===== src/rtl/dssb_pkg.sv =====
// Package for the dual stack shared buffer.
// Holds field widths, request and status codes, and the controller command
// and status structs. No dependencies.
package dssb_pkg;

  localparam int CAP_W  = 11;
  localparam int DATA_W = 32;

  localparam logic [CAP_W-1:0]  CAPACITY_RESET = 11'd1024;
  localparam logic [DATA_W-1:0] EMPTY_VALUE    = 32'hFFFF_FFFF;
  localparam logic [DATA_W-1:0] PUSH_VALUE_OUT = 32'h0000_0000;

  // Request kinds.
  localparam logic [1:0] REQ_PUSH_ONE = 2'd0;
  localparam logic [1:0] REQ_PUSH_TWO = 2'd1;
  localparam logic [1:0] REQ_POP_ONE  = 2'd2;
  localparam logic [1:0] REQ_POP_TWO  = 2'd3;

  // Result status codes.
  localparam logic [1:0] ST_DONE  = 2'd0;
  localparam logic [1:0] ST_FULL  = 2'd1;
  localparam logic [1:0] ST_EMPTY = 2'd2;

  typedef struct packed {
    logic load_req;     // capture the incoming request
    logic exec;         // update the counts, access the buffer, load the result
    logic capture_rd;   // load the popped value from the buffer read data
  } dssb_cmd_t;

  typedef struct packed {
    logic need_read;    // the request being executed pops a stored entry
  } dssb_sts_t;

endpackage


===== src/rtl/dssb_ctrl.sv =====
// Controller state machine for the dual stack shared buffer.
// Sequences capture, execute, buffer read and result transfer; uses dssb_pkg.
module dssb_ctrl (
  input  logic               clk,
  input  logic               rst,
  input  logic               in_valid,
  output logic               in_stall,
  output logic               out_valid,
  input  logic               out_stall,
  input  dssb_pkg::dssb_sts_t sts,
  output dssb_pkg::dssb_cmd_t cmd
);
  import dssb_pkg::*;

  localparam logic [1:0] S_IDLE   = 2'd0;
  localparam logic [1:0] S_EXEC   = 2'd1;
  localparam logic [1:0] S_RDWAIT = 2'd2;
  localparam logic [1:0] S_HOLD   = 2'd3;

  logic [1:0] state;
  logic [1:0] state_next;

  always_comb begin
    state_next     = state;
    cmd            = '0;
    case (state)
      S_IDLE: begin
        if (in_valid) begin
          cmd.load_req = 1'b1;
          state_next   = S_EXEC;
        end
      end
      S_EXEC: begin
        cmd.exec   = 1'b1;
        state_next = sts.need_read ? S_RDWAIT : S_HOLD;
      end
      S_RDWAIT: begin
        cmd.capture_rd = 1'b1;
        state_next     = S_HOLD;
      end
      S_HOLD: begin
        if (!out_stall) begin
          state_next = S_IDLE;
        end
      end
      default: begin
        state_next = S_IDLE;
      end
    endcase
  end

  always_ff @(posedge clk) begin
    if (rst) begin
      state <= S_IDLE;
    end else begin
      state <= state_next;
    end
  end

  assign in_stall  = (state != S_IDLE);
  assign out_valid = (state == S_HOLD);

endmodule


===== config.mk =====
export PLATFORM = sky130hd
export DESIGN_NAME = dssb_ctrl
export DESIGN_NICKNAME = d
export VERILOG_FILES = /design/src/rtl/dssb_pkg.sv /design/src/rtl/dssb_ctrl.sv
export SDC_FILE = /design/constraint.sdc
export NUM_CORES = 1
export LEC_CHECK = 0
export BUFFER_PORTS_ARGS = -buffer_cell sky130_fd_sc_hd__buf_2
export CORE_AREA = 2 2 39 41
export DETAILED_ROUTE_END_ITERATION = 16
export DIE_AREA = 0 0 41 43
export GPL_TIMING_DRIVEN = 1
export PLACE_DENSITY_LB_ADDON = 0.1
export SLEW_MARGIN = 20
export SYNTH_ARGS = -nofsm -noshare
export SYNTH_HDL_FRONTEND = slang
export SYNTH_SLANG_ARGS = --single-unit

===== constraint.sdc =====
create_clock -name clk -period 2.15 [get_ports clk]
set_input_delay 0.645 -clock clk [delete_from_list [all_inputs] [get_ports clk]]
set_output_delay 0.645 -clock clk [all_outputs]
set_load 0.005 [all_outputs]

==> metrics.txt <==
main flop type after synthesis sky130_fd_sc_hd__dfxtp_1; part of the Yosys area used for sequential elements 0.208; DR vias 183; maximum fanout along the worst path 4; most flop-heavy register state; fill cell total of the finished layout 157; total wire length after detailed routing 430 um; number of setup buffers added after CTS 0; Post-Route Utilization 0.203; clock network latency to the later pin of the worst-skew pair 0.22 ns; Max Cap Viol 0; worst slew margin relative to its limit 0.841; Die X 41 um; Cell Pwr Density 1300 nW/um2; total number of clock tree sinks 2; pin count of the biggest net entering global routing 5; cell with the most instances after synthesis sky130_fd_sc_hd__ha_1; worst endpoint required time 1.50 ns; RSZ-0062 raised after global routing no; leading cell types by total area after synthesis sky130_fd_sc_hd__ha_1 32%, sky130_fd_sc_hd__dfxtp_1 21%, sky130_fd_sc_hd__inv_1 7.8%; most used standard cells in the synthesized netlist 5 x sky130_fd_sc_hd__ha_1, 4 x sky130_fd_sc_hd__inv_1, 2 x sky130_fd_sc_hd__dfxtp_1; count of warnings emitted by yosys 0; setup-violating endpoint count in the final report 0; Async SR Flop Fraction 0; total number of cells along the worst setup path 4; cell at the slowest stage of the critical path sky130_fd_sc_hd__dfxtp_1; class of the most critical setup path reg2out; wire per inst 8.78 um; layout cells sized above 1 0.424; number of flip-flops in the largest register 2; min Tclk post-route 1.95 ns; kind of path behind the tightest hold check in2reg; hold_buf cts 0; count of H-tree levels built during CTS 1; startpoint kind of the worst setup timing path register; beginning of the worst hold path rst; total global routing overflow 0; area share of the leading cell type in the synthesized netlist 0.325; area used by sequential logic in the layout 40.0 um2; RR Startpoint state[0]; IO buf count 9; average vias per placed instance 3.73; CP Capture Type output port; net count of the mapped netlist 31; setup TNS 0 ns; worst setup slack for register-to-register paths 0.87 ns; wire length of the first global-routing pass 703 um; Cells after Synth 21; post-synth top area cell sky130_fd_sc_hd__ha_1; Final Net Count 45; CTS Buffer Depth 2; launch point of the critical path state[0]; post-synthesis xor/xnor area fraction 0; total core area 1380 um2; Synth Area in Compound Gates 0.195; total number of placement rows 14; area of the die 1760 um2; RePlAce Congestion 0.712; Leakage Power 0.000160 uW; dominant combinational cell family by area after synthesis adder cells; cts bufs inserted 3; Fin. Hold Viols 0; count of buffering cells on the critical path with inverters included 2; area added between synthesis and finish 45.5%; count of boundary I/O pins 10; Register-to-Register Path Depth 5; estimated wirelength of the detail-placed design 364 um; timing-limited maximum frequency 513 MHz; initial antenna violation count 0; number of nets with antenna violations after routing 0; transition time at the pin with the least slew margin 0.238 ns; Max Slew Vio Count 0; crit path DAT 1.30 ns; clock tree from TritonCTS done; critical path, cell by cell inv_1, ha_1, and2_2, buf_2; mean cell area of the mapped netlist 9.18 um2; simple-gate share of the synthesized area 0.195; EDFF count, synth 0; clock-pin slew of the registers on the worst-case setup and hold paths 0.03 ns; CTS root buffer sky130_fd_sc_hd__clkbuf_4; effective utilization at floorplan 0.139; GRT Total Usage 0.0611; Unique masters post-synth 13; via count of the first global-routing pass 188; die boundary height 43 um; Layout Skew 0.00419 ns; Syn Std Cell Area 193 um2; Peak supply drop 213 uV; largest registers state (2); Resized cells post-CTS 0; adder and majority cell fraction of the synthesized area 0.325; drt pass-1 iters 1; kind of cell with the highest combined delay on the critical path flip-flops; diode count 0; final worst path period share 0.906; multi-input logic area 138 um2; highest cell delay on the worst timing path 0.39 ns; #FFs+latches synth 2; Iteration-0 DRC Markers 0; status completed; instance count along the most critical hold path 2; mux share of post-synthesis cell area 0; DRC 0
==> cell usage in the layout (no fill, tap or decap) <==
| cell | n |
|---|---|
| sky130_fd_sc_hd__and3_1 | 1 |
| sky130_fd_sc_hd__inv_1 | 4 |
| sky130_fd_sc_hd__o21ba_1 | 1 |
| sky130_fd_sc_hd__nand2_1 | 1 |
| sky130_fd_sc_hd__ha_1 | 5 |
| sky130_fd_sc_hd__a311oi_1 | 1 |
| sky130_fd_sc_hd__clkbuf_4 | 3 |
| sky130_fd_sc_hd__or2_0 | 1 |
| sky130_fd_sc_hd__a21oi_1 | 1 |
| sky130_fd_sc_hd__nand2b_4 | 1 |
| sky130_fd_sc_hd__a211oi_1 | 1 |
| sky130_fd_sc_hd__and2_2 | 1 |
| sky130_fd_sc_hd__dfxtp_1 | 2 |
| sky130_fd_sc_hd__buf_2 | 9 |
| sky130_fd_sc_hd__a31oi_1 | 1 |
==> worst paths after layout <==
path,endpoint
worst max-delay path,cmd[2]
worst min-delay path,state[0]
worst max register to register,state[0]
worst min register to register,state[0]
==> power breakdown <==
| part | leakage [uW] | switching, uW | internal (uW) |
|---|---|---|---|
| Clock | 0.0000138 | 21.8 | 61.7 |
| Sequential | 0.0000166 | 20.1 | 55.7 |
| Combinational | 0.000129 | 103 | 103 |
==> kinds of logic (layout without fill, tap and decap cells) <==
family,Yosys count,count (layout)
adders and majority gates,5,5
AOI/OAI and AO/OA,5,5
and+or+nand+nor,5,5
buffers and inverters,4,16
DFF,2,2
==> cell type report <==
type,instances,share of cell area
clock buffer,3,0.0804
inverter,4,0.0536
multi-input combinational,15,0.491
sequential,2,0.143
tap,16,0.0714
timing repair buffer,9,0.161
==> routing by layer <==
| metal | global-route usage | share of wire | wire [um] |
|---|---|---|---|
| met2 | 0.0938 | 0.52 | 223 |
| met4 | 0.0400 | 0 | 0 |
| met1 | 0.0573 | 0.43 | 186 |
| met5 | 0 | 0 | 0 |
| met3 | 0.0366 | 0.049 | 21 |
==> stage by stage <==
step	std cells	area, um2	power (uW)	worst slack (ns)	hold WS (ns)
4_1_cts	49	280	377	0.172	0.586
2_1_floorplan	21	193	216	0.624	0.542
5_1_grt	49	280	419	0.107	0.581
3_5_place_dp	46	258	287	0.413	0.605
3_3_place_gp	46	258	294	0.426	0.589
6_report	49	280	365	0.202	0.593
Power figures use the tool's default switching activity.
